<file path="config.mk">
export PLATFORM = sky130hd
export DESIGN_NAME = rmq_front
export DESIGN_NICKNAME = d
export VERILOG_FILES = /design/src/rtl/rmq_pkg.sv /design/src/rtl/rmq_front.sv
export SDC_FILE = /design/constraint.sdc
export NUM_CORES = 1
export LEC_CHECK = 0
export ABC_AREA = 1
export BUFFER_PORTS_ARGS = -buffer_cell sky130_fd_sc_hd__clkbuf_2
export CAP_MARGIN = 20
export CORE_MARGIN = 2
export CORE_UTILIZATION = 40
export CTS_CLUSTER_SIZE = 24
export DETAILED_ROUTE_END_ITERATION = 8
export PLACE_DENSITY = 0.73
export SYNTH_ARGS = -nofsm -noshare
export SYNTH_HDL_FRONTEND = slang
export SYNTH_SLANG_ARGS = --single-unit
</file>
<file path="constraint.sdc">
create_clock -name i_clk -period 19.4 [get_ports i_clk]
set_input_delay 1.94 -clock i_clk [delete_from_list [all_inputs] [get_ports i_clk]]
set_output_delay 1.94 -clock i_clk [all_outputs]
set_load 0.05 [all_outputs]
</file>
<file path="src/rtl/rmq_pkg.sv">
package rmq_pkg;

    localparam int ROT_W   = 16;
    localparam int FRAC_W  = ROT_W - 2;
    localparam int SHIFT_W = 32;
    localparam int QUO_W   = ROT_W + 1;
    localparam int SQ_W    = 2 * ROT_W;

    typedef logic signed [ROT_W-1:0]   t_rot;
    typedef logic signed [SHIFT_W-1:0] t_shift;
    typedef logic signed [ROT_W:0]     t_num;

    typedef struct packed {
        t_rot   rot_00;
        t_rot   rot_01;
        t_rot   rot_02;
        t_rot   rot_10;
        t_rot   rot_11;
        t_rot   rot_12;
        t_rot   rot_20;
        t_rot   rot_21;
        t_rot   rot_22;
        t_shift shift_x;
        t_shift shift_y;
        t_shift shift_z;
    } t_in;

    typedef struct packed {
        t_rot   quat_x;
        t_rot   quat_y;
        t_rot   quat_z;
        t_rot   quat_w;
        t_shift out_shift_x;
        t_shift out_shift_y;
        t_shift out_shift_z;
        logic   degenerate;
    } t_out;

    typedef enum logic [1:0] {
        BR_W = 2'd0,
        BR_X = 2'd1,
        BR_Y = 2'd2,
        BR_Z = 2'd3
    } t_branch;

    // Fields that ride along with every stage untouched.
    typedef struct packed {
        t_shift  sx;
        t_shift  sy;
        t_shift  sz;
        t_branch branch;
        logic    degen;
    } t_side;

    typedef struct packed {
        t_side            side;
        logic [ROT_W:0]   rad;
        t_num [2:0]       num;
    } t_front;

    typedef struct packed {
        t_side            side;
        t_num [2:0]       num;
        logic [ROT_W+1:0] rem;
        logic [ROT_W-1:0] res;
        logic [SQ_W-1:0]  rbits;
    } t_sq;

    typedef struct packed {
        t_side            side;
        t_num [2:0]       num;
        logic [ROT_W-1:0] root;
    } t_root;

    typedef struct packed {
        logic             neg;
        logic             ovf;
        logic [ROT_W-1:0] rem;
        logic [QUO_W-1:0] nb;
        logic [QUO_W-1:0] quo;
    } t_lane;

    typedef struct packed {
        t_side            side;
        logic [ROT_W-1:0] root;
        logic [ROT_W-1:0] big;
        t_lane [2:0]      lane;
    } t_dv;

endpackage

</file>
<file path="src/rtl/rmq_front.sv">
module rmq_front (
    input  logic            i_clk,
    input  logic            i_rst_n,
    input  logic            i_vld,
    output logic            o_rdy,
    input  rmq_pkg::t_in    i_data,
    output logic            o_vld,
    input  logic            i_rdy,
    output rmq_pkg::t_front o_data
);
    import rmq_pkg::*;

    typedef logic signed [ROT_W+1:0] t_wide;

    function automatic t_wide ext2(t_rot v);
        return {{2{v[ROT_W-1]}}, v};
    endfunction

    function automatic t_num ext1(t_rot v);
        return {v[ROT_W-1], v};
    endfunction

    logic   r_vld;
    t_front r_st;
    t_front n_st;
    t_wide  trace;
    t_wide  rad_s;
    t_wide  one;

    assign one   = t_wide'(1) <<< FRAC_W;
    assign trace = ext2(i_data.rot_00) + ext2(i_data.rot_11) + ext2(i_data.rot_22);

    always_comb begin
        n_st.side.sx = i_data.shift_x;
        n_st.side.sy = i_data.shift_y;
        n_st.side.sz = i_data.shift_z;
        if (trace > 0) begin
            n_st.side.branch = BR_W;
            rad_s = one + trace;
            n_st.num[0] = ext1(i_data.rot_21) - ext1(i_data.rot_12);
            n_st.num[1] = ext1(i_data.rot_02) - ext1(i_data.rot_20);
            n_st.num[2] = ext1(i_data.rot_10) - ext1(i_data.rot_01);
        end else if (i_data.rot_00 > i_data.rot_11 && i_data.rot_00 > i_data.rot_22) begin
            n_st.side.branch = BR_X;
            rad_s = one + ext2(i_data.rot_00) - ext2(i_data.rot_11) - ext2(i_data.rot_22);
            n_st.num[0] = ext1(i_data.rot_21) - ext1(i_data.rot_12);
            n_st.num[1] = ext1(i_data.rot_01) + ext1(i_data.rot_10);
            n_st.num[2] = ext1(i_data.rot_02) + ext1(i_data.rot_20);
        end else if (i_data.rot_11 > i_data.rot_22) begin
            n_st.side.branch = BR_Y;
            rad_s = one + ext2(i_data.rot_11) - ext2(i_data.rot_00) - ext2(i_data.rot_22);
            n_st.num[0] = ext1(i_data.rot_02) - ext1(i_data.rot_20);
            n_st.num[1] = ext1(i_data.rot_01) + ext1(i_data.rot_10);
            n_st.num[2] = ext1(i_data.rot_12) + ext1(i_data.rot_21);
        end else begin
            n_st.side.branch = BR_Z;
            rad_s = one + ext2(i_data.rot_22) - ext2(i_data.rot_00) - ext2(i_data.rot_11);
            n_st.num[0] = ext1(i_data.rot_10) - ext1(i_data.rot_01);
            n_st.num[1] = ext1(i_data.rot_02) + ext1(i_data.rot_20);
            n_st.num[2] = ext1(i_data.rot_12) + ext1(i_data.rot_21);
        end
        // A degenerate item still flows through; a radicand of one keeps the root nonzero.
        n_st.side.degen = (rad_s <= 0);
        n_st.rad = n_st.side.degen ? (ROT_W+1)'(1) : rad_s[ROT_W:0];
    end

    assign o_rdy  = !r_vld || i_rdy;
    assign o_vld  = r_vld;
    assign o_data = r_st;

    always_ff @(posedge i_clk) begin
        if (!i_rst_n) begin
            r_vld <= 1'b0;
        end else if (o_rdy) begin
            r_vld <= i_vld;
        end
    end

    always_ff @(posedge i_clk) begin
        if (o_rdy && i_vld) begin
            r_st <= n_st;
        end
    end

endmodule

</file>
==> impl_metrics.toml <==
[outcome]
status = "finished, violations left"
violations = "design-rule violations"

[grt]
grt_max_degree = 139
first_global_vias = 15985
grt_pass1_wl_um = 95200
grt-ovfl-total = 0
gr-usage-all-layers_pct = 26.8
antenna_found_initial = 3

[route]
drt_iter0_drc = 1345
wl_per_cell_um = 20.3
avgViaCountPerCell = 5.20
drcViolationCount = 3
drt_pre_antenna_iters = 9
ant_nets = 0
dr_total_vias = 16465
drt_wl_total_um = 64300

[min_path]
hold_class = "reg2reg"

[layout]
final_cell_mix = "nand2_1 (433), clkbuf_2 (412), inv_1 (315)"
fillers = 4341
layout_commonest_cell = "nand2_1"
areaGrowthSynthToFinish_pct = 17.8
register_area_um2 = 5030
multi_input_area_um2 = 11600
final_layout_size_suffix_gt1_share_pct = 18.6
final_cell_area_um2 = 21300
fin_nets = 3175

[place]
placed_area_um2 = 20700
io_buffers = 412
place_congestion = 0.969
dp_hpwl_um = 55500

[worst_setup_path]
reg2reg_slack_ns = 17.14
critPathArrivalTime_ns = 7.85
crit_buf_inv = 7
crit_path_max_incr_delay_ns = 0.83
critPathMaxFanout = 51
cp_slowest_cell = "nor2_1"
crit_type = "in2reg"
cp_top_family = "simple AND/OR/NAND/NOR gates"
path_common_cell = "nor2_1"
startpoint_type = "input port"
critPathCaptureType = "register"
required_ns = 19.59

[logic_synthesis]
netlist_instances = 2174
synth_cell_type_count = 51
synth_ff_type = "edfxtp_1"
synth_edf_count = 167
synth_nets = 2787
synth-seq-cells = 168
ys_seq_area_share_pct = 27.8
synthesis.area_um2 = 18100
yosysWarnings = 0
postSynthAreaPerCell_um2 = 8.33
async_flop_share_pct = 0

[power_and_ir_drop]
p_leak_nw = 11.0
p_per_area_nw_per_um2 = 90.1
ir_worst_vdd_v = 0.0000835

[clock_tree]
cts_tree = "built"
cts.hold.buffers_added = 0
clk_pin_slew_ns = 0.07
cts_sinks = 168
clockRootBuffer = "clkbuf_16"
ctsHtreeMaxLevel = 4
clk_path_buf_depth = 2
post_cts_buffers = 0
numCtsBuffers = 17
clk_latency_ns = 0.45
cts_resized = 0

[die]
initial_core_util_pct = 40.8
fp.dieH_um = 217
core-area_um2 = 44400
row_count = 77
dieWidth_um = 217
dieArea_um2 = 47000
io_pins = 413

[sta]
fin_worst_skew_ns = 0.0177
period_share_pct = 39.5
max-slew-margin-rel_pct = 35.6
worstMarginPinSlew_ns = 0.964
setup_viol = 0
rsz0062_at_grt = "no"
hold_viol_final = 0
slew_viol_final = 0
setup_tns_ns = 0
clock.fmax_mhz = 131
period_minus_slack_ns = 7.66

[job]
maxCapViolations = 0
## path summary, 6_finish.rpt
kind	start	to	cells past startpoint
hold reg to reg	o_vld$_SDFFE_PN0N_	o_vld$_SDFFE_PN0N_	2
hold / removal	o_vld$_SDFFE_PN0N_	o_vld$_SDFFE_PN0N_	2
setup reg to reg	o_vld$_SDFFE_PN0N_	o_data[4]$_DFFE_PP_	2
setup / recovery	i_data[100]	o_data[16]$_DFFE_PP_	31
## cell usage after synthesis (all sizes together), types with 2 or more instances
| master | n | area share, % |
|---|---|---|
| o221ai | 5 | 0.24 |
| a221oi | 3 | 0.15 |
| mux2i | 2 | 0.11 |
| nor4 | 12 | 0.41 |
| o22ai | 12 | 0.41 |
| o21ai | 103 | 2.8 |
| nand3b | 10 | 0.41 |
| buf | 17 | 0.57 |
| a31oi | 9 | 0.31 |
| clkinv | 2 | 0.041 |
| nor3 | 17 | 0.47 |
| a21oi | 160 | 4.4 |
| inv | 328 | 6.8 |
| a21boi | 14 | 0.58 |
| a21o | 12 | 0.50 |
| xor2 | 98 | 4.7 |
| ha | 291 | 20 |
| a22oi | 3 | 0.12 |
| nand4 | 23 | 0.79 |
| fa | 78 | 8.6 |
| a211oi | 2 | 0.083 |
| o2111ai | 2 | 0.097 |
| or2 | 6 | 0.21 |
| nand2 | 437 | 9.2 |
| o211ai | 15 | 0.62 |
| xnor2 | 18 | 0.87 |
| edfxtp | 167 | 28 |
| o31ai | 13 | 0.54 |
| nand3 | 96 | 2.8 |
| clkbuf | 27 | 0.56 |
| o21bai | 15 | 0.62 |
| nor2 | 171 | 3.6 |
## layout make-up
cell class                      instances  area share, %
Timing Repair Buffer                  413           9.77
Antenna cell                            1         0.0117
Tap cell                              592           3.47
Sequential cell                       168           23.6
Clock buffer                           17           2.00
Inverter                              330           5.81
Multi-Input combinational cell       1632           54.6
Clock inverter                         15          0.757
## metrics by stage
| step | utilization (%) | std cells | setup WS [ns] | hold slack [ns] | power, W |
|---|---|---|---|---|---|
| 2_1_floorplan | - | 2174 | 8.65 | 1.11 | 0.00125 |
| 3_3_place_gp | 46.7 | 3135 | 11.65 | 0.551 | 0.00157 |
| 3_5_place_dp | 46.7 | 3135 | 11.44 | 0.581 | 0.00157 |
| 4_1_cts | 48.0 | 3167 | 11.94 | 0.588 | 0.00191 |
| 5_1_grt | 48.0 | 3168 | 11.20 | 0.617 | 0.00203 |
| 6_report | 48.0 | 3168 | 11.74 | 0.572 | 0.00192 |
## per-layer routing
layer	share of wire, %	global-route usage (%)	wire (µm)	vias up
li1	-	-	-	7908
met1	43	35.7	27500	7785
met2	47	44.8	30100	687
met3	7.5	3.87	4820	81
met4	2.9	8.63	1850	4
met5	0.042	0	27	-
## report_power, final
group / switching, W / leakage [nW] / internal [W]
clock network: 0.000154 / 0.280 / 0.000182
logic: 0.000772 / 9.10 / 0.000313
registers: 0.0000239 / 1.63 / 0.000476
total: 0.000950 / 11.0 / 0.000971
## flip-flops by register name (all words and copies together), names as in the netlist
signal and count:
o_vld 1, o_data 167
## worst min-delay path, delay by kind of cell, from the launching register on
kind | cells | cell delay (ns)
AND/OR/NAND/NOR | 1 | 0.10
flip-flops | 1 | 0.35
AO/OA/AOI/OAI | 1 | 0.08
## cell families after synthesis
logic type | count (synthesis) | share of synthesized area, %
and+or+nand+nor | 773 | 18.0
muxes | 2 | 0.111
adders and majority gates | 369 | 28.7
buffers and inverters | 374 | 7.98
DFF | 168 | 27.8
xor gates and xnor gates | 116 | 5.61
AOI/OAI and AO/OA | 372 | 11.8
Note: power is estimated with default switching activity, not from simulation.
